### src/hdl/sha1_pkg.sv
`timescale 1ns / 1ps
// ----------------------------------------------------------------------------
// SHA-1 digest unit package
// Shared request/response types, sequencer states and hash constants.
// ----------------------------------------------------------------------------
package sha1_pkg;

	typedef struct packed {
		logic [7:0] data_byte;
		logic       byte_valid;
		logic       end_of_message;
	} msg_t;

	typedef struct packed {
		logic [31:0] digest_word;
		logic        last_word;
	} digest_t;

	typedef enum logic [2:0] {
		ST_ACCEPT,
		ST_ROUND,
		ST_ADD,
		ST_PAD,
		ST_EMIT
	} seq_state_t;

	localparam int unsigned HASH_WORDS  = 5;
	localparam int unsigned BLOCK_WORDS = 16;
	localparam int unsigned ROUNDS      = 80;

	localparam logic [31:0] H_INIT [HASH_WORDS] = '{
		32'h67452301, 32'hEFCDAB89, 32'h98BADCFE, 32'h10325476, 32'hC3D2E1F0
	};

	localparam logic [31:0] K_R0 = 32'h5A827999;
	localparam logic [31:0] K_R1 = 32'h6ED9EBA1;
	localparam logic [31:0] K_R2 = 32'h8F1BBCDC;
	localparam logic [31:0] K_R3 = 32'hCA62C1D6;

	localparam logic [7:0] PAD_BYTE = 8'h80;

	localparam logic [6:0] LAST_ROUND = 7'(ROUNDS - 1);
	localparam logic [5:0] LAST_POS   = 6'd63;
	localparam logic [5:0] LEN_POS    = 6'd56;
	localparam logic [2:0] LAST_EMIT  = 3'(HASH_WORDS - 1);

endpackage

### src/hdl/sha1_message_digest_unit.sv
`timescale 1ns / 1ps
// ----------------------------------------------------------------------------
// SHA-1 message digest unit
// Byte-serial SHA-1: gathers bytes, compresses blocks with one round per
// cycle, pads the final block(s) and returns the five digest words.
// ----------------------------------------------------------------------------
// Usage: send one request per message byte (byte_valid set) and mark the last
// request with end_of_message; a request with byte_valid clear and
// end_of_message set ends a message without adding a byte (this is how an
// empty message is hashed). The 64th byte of a block starts a compression
// of 80 rounds (one round per cycle on a single shared round datapath)
// followed by the chaining add, during which msg_ready is low. After
// end_of_message the unit feeds the 0x80 pad, zero bytes and the 64-bit
// big-endian bit count through the same byte path at one byte per cycle,
// compresses one or two final blocks, then presents the five digest words
// H0..H4 on the digest port, one per cycle when digest_ready stays high,
// with last_word marking H4. Once the fifth word is loaded into the output
// register the unit re-initializes and accepts the next message while that
// word still waits to be taken. The bit count wraps modulo 2^64.
// ----------------------------------------------------------------------------
module sha1_message_digest_unit
	import sha1_pkg::*;
(
	input  logic    clk,
	input  logic    arst_n,
	input  logic    msg_valid,
	output logic    msg_ready,
	input  msg_t    msg,
	output logic    digest_valid,
	input  logic    digest_ready,
	output digest_t digest
);

	// Sequencer state and message bookkeeping
	seq_state_t state_q, state_d;
	logic [5:0]  pos_q;       // byte position inside the current block
	logic [63:0] cnt_q;       // message length in bits
	logic [6:0]  rnd_q;       // round counter during compression
	logic [2:0]  emit_q;      // digest word being loaded
	logic        pad_q;       // message ended, padding pending or running
	logic        sent80_q;    // 0x80 pad byte already pushed
	logic        len_q;       // length field being pushed
	logic        fin_q;       // last block compression under way

	// Datapath storage
	logic [31:0] h_q    [HASH_WORDS];   // chaining value
	logic [31:0] work_q [HASH_WORDS];   // round registers a..e
	logic [31:0] sched_q[BLOCK_WORDS];  // block bytes, then schedule window

	logic        out_valid_q;
	digest_t     out_q;

	// Control decoded from the state
	logic        fire;
	logic        push_byte;
	logic [7:0]  push_val;
	logic        start_blk;
	logic        count_inc;
	logic        emit_load;
	logic        len_now;
	logic [7:0]  len_byte;
	logic [7:0]  pad_val;

	// Round datapath
	logic [31:0] f_val;
	logic [31:0] k_val;
	logic [31:0] w_mix;
	logic [31:0] w_new;
	logic [31:0] t_val;

	assign fire = msg_valid && msg_ready;

	// Length bytes go out most significant first at positions 56..63.
	assign len_byte = 8'(cnt_q >> {~pos_q[2:0], 3'b000});
	// Length starts only after the pad byte, once a block reaches position 56.
	assign len_now  = len_q || (sent80_q && (pos_q == LEN_POS));
	assign pad_val  = !sent80_q ? PAD_BYTE : (len_now ? len_byte : 8'h00);

	// ------------------------------------------------------------------
	// Next state
	// ------------------------------------------------------------------
	always_comb begin
		state_d = state_q;
		unique case (state_q)
			ST_ACCEPT: begin
				if (fire) begin
					if (msg.byte_valid && (pos_q == LAST_POS)) begin
						state_d = ST_ROUND;
					end else if (msg.end_of_message) begin
						state_d = ST_PAD;
					end
				end
			end
			ST_ROUND: begin
				if (rnd_q == LAST_ROUND) begin
					state_d = ST_ADD;
				end
			end
			ST_ADD: begin
				if (fin_q) begin
					state_d = ST_EMIT;
				end else if (pad_q) begin
					state_d = ST_PAD;
				end else begin
					state_d = ST_ACCEPT;
				end
			end
			ST_PAD: begin
				if (pos_q == LAST_POS) begin
					state_d = ST_ROUND;
				end
			end
			ST_EMIT: begin
				if (emit_load && (emit_q == LAST_EMIT)) begin
					state_d = ST_ACCEPT;
				end
			end
			default: state_d = ST_ACCEPT;
		endcase
	end

	// ------------------------------------------------------------------
	// Control outputs of the sequencer
	// ------------------------------------------------------------------
	always_comb begin
		msg_ready = 1'b0;
		push_byte = 1'b0;
		push_val  = msg.data_byte;
		count_inc = 1'b0;
		emit_load = 1'b0;
		unique case (state_q)
			ST_ACCEPT: begin
				msg_ready = 1'b1;
				push_byte = fire && msg.byte_valid;
				count_inc = fire && msg.byte_valid;
			end
			ST_PAD: begin
				push_byte = 1'b1;
				push_val  = pad_val;
			end
			ST_EMIT: begin
				emit_load = !out_valid_q || digest_ready;
			end
			ST_ROUND, ST_ADD: begin
			end
			default: begin
			end
		endcase
	end

	// A byte landing on the last position fills the block: start compression.
	assign start_blk = push_byte && (pos_q == LAST_POS);

	// ------------------------------------------------------------------
	// Round function: one SHA-1 round per cycle
	// ------------------------------------------------------------------
	always_comb begin
		if (rnd_q < 7'd20) begin
			f_val = (work_q[1] & work_q[2]) | (~work_q[1] & work_q[3]);
			k_val = K_R0;
		end else if (rnd_q < 7'd40) begin
			f_val = work_q[1] ^ work_q[2] ^ work_q[3];
			k_val = K_R1;
		end else if (rnd_q < 7'd60) begin
			f_val = (work_q[1] & work_q[2]) | (work_q[1] & work_q[3])
				| (work_q[2] & work_q[3]);
			k_val = K_R2;
		end else begin
			f_val = work_q[1] ^ work_q[2] ^ work_q[3];
			k_val = K_R3;
		end
	end

	// Window slot 0 holds W[t-16]; slots 2, 8 and 13 hold W[t-14], W[t-8], W[t-3].
	assign w_mix = sched_q[13] ^ sched_q[8] ^ sched_q[2] ^ sched_q[0];
	assign w_new = (rnd_q < 7'd16) ? sched_q[0] : {w_mix[30:0], w_mix[31]};
	assign t_val = {work_q[0][26:0], work_q[0][31:27]} + f_val + work_q[4]
		+ k_val + w_new;

	// ------------------------------------------------------------------
	// Control registers
	// ------------------------------------------------------------------
	always_ff @(posedge clk or negedge arst_n) begin
		if (!arst_n) begin
			state_q     <= ST_ACCEPT;
			pos_q       <= '0;
			cnt_q       <= '0;
			rnd_q       <= '0;
			emit_q      <= '0;
			pad_q       <= 1'b0;
			sent80_q    <= 1'b0;
			len_q       <= 1'b0;
			fin_q       <= 1'b0;
			out_valid_q <= 1'b0;
		end else begin
			state_q <= state_d;
			// advance the byte position on every pushed byte, wrapping at 64
			if (push_byte) begin
				pos_q <= pos_q + 6'd1;
			end
			if (count_inc) begin
				cnt_q <= cnt_q + 64'd8;
			end
			if (state_q == ST_ROUND) begin
				rnd_q <= (rnd_q == LAST_ROUND) ? '0 : rnd_q + 7'd1;
			end
			if (fire && msg.end_of_message) begin
				pad_q <= 1'b1;
			end
			if (state_q == ST_PAD) begin
				sent80_q <= 1'b1;
				if (len_now) begin
					len_q <= 1'b1;
				end
				if (len_now && (pos_q == LAST_POS)) begin
					fin_q <= 1'b1;
				end
			end
			if (emit_load) begin
				out_valid_q <= 1'b1;
			end else if (digest_ready) begin
				out_valid_q <= 1'b0;
			end
			if (emit_load) begin
				if (emit_q == LAST_EMIT) begin
					// message done: drop all message state for the next one
					emit_q   <= '0;
					cnt_q    <= '0;
					pad_q    <= 1'b0;
					sent80_q <= 1'b0;
					len_q    <= 1'b0;
					fin_q    <= 1'b0;
				end else begin
					emit_q <= emit_q + 3'd1;
				end
			end
		end
	end

	// Chaining value: reset to the initial constants, updated per block,
	// rotated out word by word during emission, re-initialized afterwards.
	always_ff @(posedge clk or negedge arst_n) begin
		if (!arst_n) begin
			for (int i = 0; i < HASH_WORDS; i++) begin
				h_q[i] <= H_INIT[i];
			end
		end else if (state_q == ST_ADD) begin
			for (int i = 0; i < HASH_WORDS; i++) begin
				h_q[i] <= h_q[i] + work_q[i];
			end
		end else if (emit_load) begin
			if (emit_q == LAST_EMIT) begin
				for (int i = 0; i < HASH_WORDS; i++) begin
					h_q[i] <= H_INIT[i];
				end
			end else begin
				for (int i = 0; i < HASH_WORDS - 1; i++) begin
					h_q[i] <= h_q[i + 1];
				end
				h_q[HASH_WORDS - 1] <= h_q[0];
			end
		end
	end

	// Payload registers: block/schedule window, round registers, output word
	always_ff @(posedge clk) begin
		if (push_byte) begin
			// shift the whole block left by one byte, new byte at the tail
			for (int i = 0; i < BLOCK_WORDS - 1; i++) begin
				sched_q[i] <= {sched_q[i][23:0], sched_q[i + 1][31:24]};
			end
			sched_q[BLOCK_WORDS - 1] <= {sched_q[BLOCK_WORDS - 1][23:0], push_val};
		end else if (state_q == ST_ROUND) begin
			for (int i = 0; i < BLOCK_WORDS - 1; i++) begin
				sched_q[i] <= sched_q[i + 1];
			end
			sched_q[BLOCK_WORDS - 1] <= w_new;
		end

		if (start_blk) begin
			for (int i = 0; i < HASH_WORDS; i++) begin
				work_q[i] <= h_q[i];
			end
		end else if (state_q == ST_ROUND) begin
			work_q[0] <= t_val;
			work_q[1] <= work_q[0];
			work_q[2] <= {work_q[1][1:0], work_q[1][31:2]};
			work_q[3] <= work_q[2];
			work_q[4] <= work_q[3];
		end

		if (emit_load) begin
			out_q.digest_word <= h_q[0];
			out_q.last_word   <= (emit_q == LAST_EMIT);
		end
	end

	assign digest_valid = out_valid_q;
	assign digest       = out_q;

	// ------------------------------------------------------------------
	// Assertions
	// ------------------------------------------------------------------
	a_round_to_add: assert property (@(posedge clk) disable iff (!arst_n)
		(state_q == ST_ROUND) && (rnd_q == LAST_ROUND) |=> (state_q == ST_ADD))
		else $error("compression did not end after the last round");

	a_rnd_idle_zero: assert property (@(posedge clk) disable iff (!arst_n)
		(state_q != ST_ROUND) |-> (rnd_q == '0))
		else $error("round counter not zero outside compression");

	a_emit_block_done: assert property (@(posedge clk) disable iff (!arst_n)
		(state_q == ST_EMIT) |-> (pos_q == '0) && fin_q)
		else $error("digest emitted before the final block completed");

	a_pad_flag: assert property (@(posedge clk) disable iff (!arst_n)
		(state_q == ST_PAD) |-> pad_q)
		else $error("padding without an ended message");

	a_fin_after_len: assert property (@(posedge clk) disable iff (!arst_n)
		fin_q |-> (len_q && sent80_q))
		else $error("final block flagged before length field");

endmodule

### config.mk
export PLATFORM = sky130hd
export DESIGN_NAME = sha1_message_digest_unit
export DESIGN_NICKNAME = d
export VERILOG_FILES = /design/src/hdl/sha1_pkg.sv /design/src/hdl/sha1_message_digest_unit.sv
export SDC_FILE = /design/constraint.sdc
export NUM_CORES = 2
export LEC_CHECK = 0
export ABC_AREA = 1
export BUFFER_PORTS_ARGS = -buffer_cell sky130_fd_sc_hd__buf_2
export CORE_MARGIN = 4
export CORE_UTILIZATION = 50
export CTS_CLUSTER_DIAMETER = 30
export DETAILED_ROUTE_END_ITERATION = 7
export PLACE_DENSITY = 0.7
export SLEW_MARGIN = 15
export SYNTH_ARGS = -nofsm -noshare
export SYNTH_HDL_FRONTEND = slang
export SYNTH_SLANG_ARGS = --single-unit
### constraint.sdc
create_clock -name clk -period 20.1 [get_ports clk]
set_input_delay 1.005 -clock clk [delete_from_list [all_inputs] [get_ports clk]]
set_output_delay 1.005 -clock clk [all_outputs]
set_load 0.02 [all_outputs]
==> flow_summary.ini <==
[synthesis]
synthesis.area_um2 = 59120
syn-mean-instance-area_um2 = 8.194
yosys_warnings = 0
ys_seq_area_frac = 0.4635
ys_types = 53
synth_edf_count = 705
ys_ff_latch = 950
async_flop_share = 0.2579
syn_inst = 7215
synth_flop_cell = edfxtp_1
synth.net_count = 7574

[timing]
worstMarginPinSlew_ns = 1.242
fin_crit_sh = 0.3439
setup_viol = 0
min_period_ns = 6.912
fin_setup_tns_ns = 0
rsz0062_at_grt = no
slew_headroom = 0.1631
slew_violations = 0
hold_viol_final = 0
final.setup_skew_ns = 0.08236
fmax_mhz = 144.7

[hold_path]
holdCritPathClass = in -> async

[die]
core-area_um2 = 116800
start_util = 0.5060
die_y_um = 351.9
die_w_um = 351.9
ios = 49
die_area_um2 = 123800
rows = 125

[place]
gp_congestion = 1.104
io_buffer_count = 48
dpl.hpwl_mm = 155.9

[clocking]
clock_latency_ns = 0.84
hold_buffers = 0
cts_tree = built
cts-htree-levels = 4
cts_max_path_buffers = 3
clock_sinks = 950
path_clk_slew_ns = 0.05
cts_buffers = 212
cts-root-buf = clkbuf_16
cts_setup_buffers = 0
postCtsResizedCells = 0

[critical_path]
cp.arrival_ns = 7.45
start_kind = register
crit_type = reg -> reg
cp_max_fo = 26
cp.required_ns = 20.64
reg2reg_slack_ns = 13.19
crit_path_end_kind = register

[layout]
area_growth_pct = 15.33
mostFrequentLayoutCell = nand2_1
final_layout_size_suffix_gt1_frac = 0.07841
nets = 7619
final_cell_mix = 2,022 x nand2_1, 862 x inv_1, 801 x o21ai_0

[grt]
grt_max_degree = 212
grtUsageTotal = 0.3390
overflow = 0
antenna_found_initial = 14
grt_pass1_wl_mm = 313.2
grt_pass1_vias = 49800

[routing]
detail_route.wl_per_cell_um = 23.56
vias_per_cell = 5.860
wirelength_mm = 211.4
drt_iter0_drc = 6289
firstDrtPassIters = 7
route.detailed.drc = 0
vias = 52590
detail-route-antenna-nets = 0

[run_status]
status = completed

[job]
cap_violations = 0
-- logic make-up after synthesis --
group,after synthesis,synth area share
AO/OA/AOI/OAI,1450,0.1308
buffers and inverters,1133,0.07296
flip-flops,950,0.4635
XOR/XNOR,192,0.02845
adder cells (fa/ha/maj),345,0.08826
AND/OR/NAND/NOR,3144,0.2159
multiplexers,1,0.0001905
-- cell type report --
type                    count  area (µm²)
diodes                      2       5.005
clock buffers             239        5456
clock inverters           163        2029
fillers                 10470       48650
inverters                 872        3291
multi-input cells        5132       27460
flip-flops and latches    950       27400
well taps                1524        1907
repair buffers             92       630.6
-- per-stage QoR --
stage                     hold slack, ns  cell area [µm²]  utilization  setup WS (ns)  std cells
after floorplan                   0.4458            59120            -          6.400       7215
after global placement            0.4648            60690       0.5195          13.44       8570
after detailed placement          0.4629            60690       0.5195          13.30       8570
after CTS                         0.1927            68180       0.5835          13.26       8972
after global routing              0.2393            68180       0.5835          12.71       8972
final                             0.2226            68180       0.5836          13.19       8974
-- synth_stat cells, types with 8 or more instances --
library cell	n	area, µm²
xnor2_1	118	1033
nand3_1	301	1506
nor3_1	72	360.4
o21ai_0	805	4029
a31oi_1	94	588.1
buf_1	23	86.33
inv_1	863	3239
nand3b_1	21	157.7
nand2_1	2027	7609
nand4_1	78	488.0
dfstp_2	80	2102
o22ai_1	14	87.58
o221ai_1	33	289.0
xor2_1	74	648.1
or2_2	15	93.84
buf_2	41	205.2
a21boi_0	13	97.59
clkbuf_1	196	735.7
a22oi_1	14	105.1
nor2_1	581	2181
ha_1	225	2815
dfrtp_1	165	4129
fa_1	120	2402
edfxtp_1	705	21170
nor4_1	16	100.1
o211ai_1	8	60.06
a21oi_1	423	2117
o21bai_1	23	172.7
-- sequential cells by signal, summed over array words and instances, names as in the netlist --
register and cells:
sched_q 512, h_q 160, work_q 160, cnt_q 61
digest 33, rnd_q 7, pos_q 6, emit_q 3
state_q 3, digest_valid 1, fin_q 1, len_q 1
pad_q 1, sent80_q 1
-- path summary, 6_finish.rpt --
path / startpoint / endpoint / cells past startpoint
max: rnd_q[3] / work_q[0][24] / 19
min: arst_n / h_q[61] / 1
max reg2reg: rnd_q[3] / work_q[0][24] / 19
min reg2reg: pos_q[5] / pos_q[5] / 1
max in group asynchronous: arst_n / h_q[139] / 2
min in group clk: digest_ready / digest_valid / 4
-- critical path, stage by stage, from the launching register on --
cell and delay [ns]:
dfrtp_1 0.43, nand2_1 0.13, nand3_1 0.56, clkinv_1 1.04, nor2_1 1.02, fa_1 0.58
fa_1 0.52, inv_1 0.05, fa_1 0.50, inv_1 0.04, ha_1 0.36, a21oi_1 0.32
o21ai_0 0.16, inv_1 0.09, o21ai_0 0.11, nand2_1 0.08, nand3_1 0.16, or2_2 0.32
nand3_1 0.07, nand2_1 0.06
-- routing by layer --
metal / wire length [µm] / vias to the layer above / global-route usage
met5: 203 / - / 0.009812
met4: 10740 / 8 / 0.1512
met3: 21540 / 514 / 0.09145
met2: 90530 / 2549 / 0.5065
met1: 88400 / 25370 / 0.4631
li1: - / 24160 / -
Power is left out: the tool's default activity adds up to more than one toggle a clock period on the data nets, which glitch-free logic cannot reach.
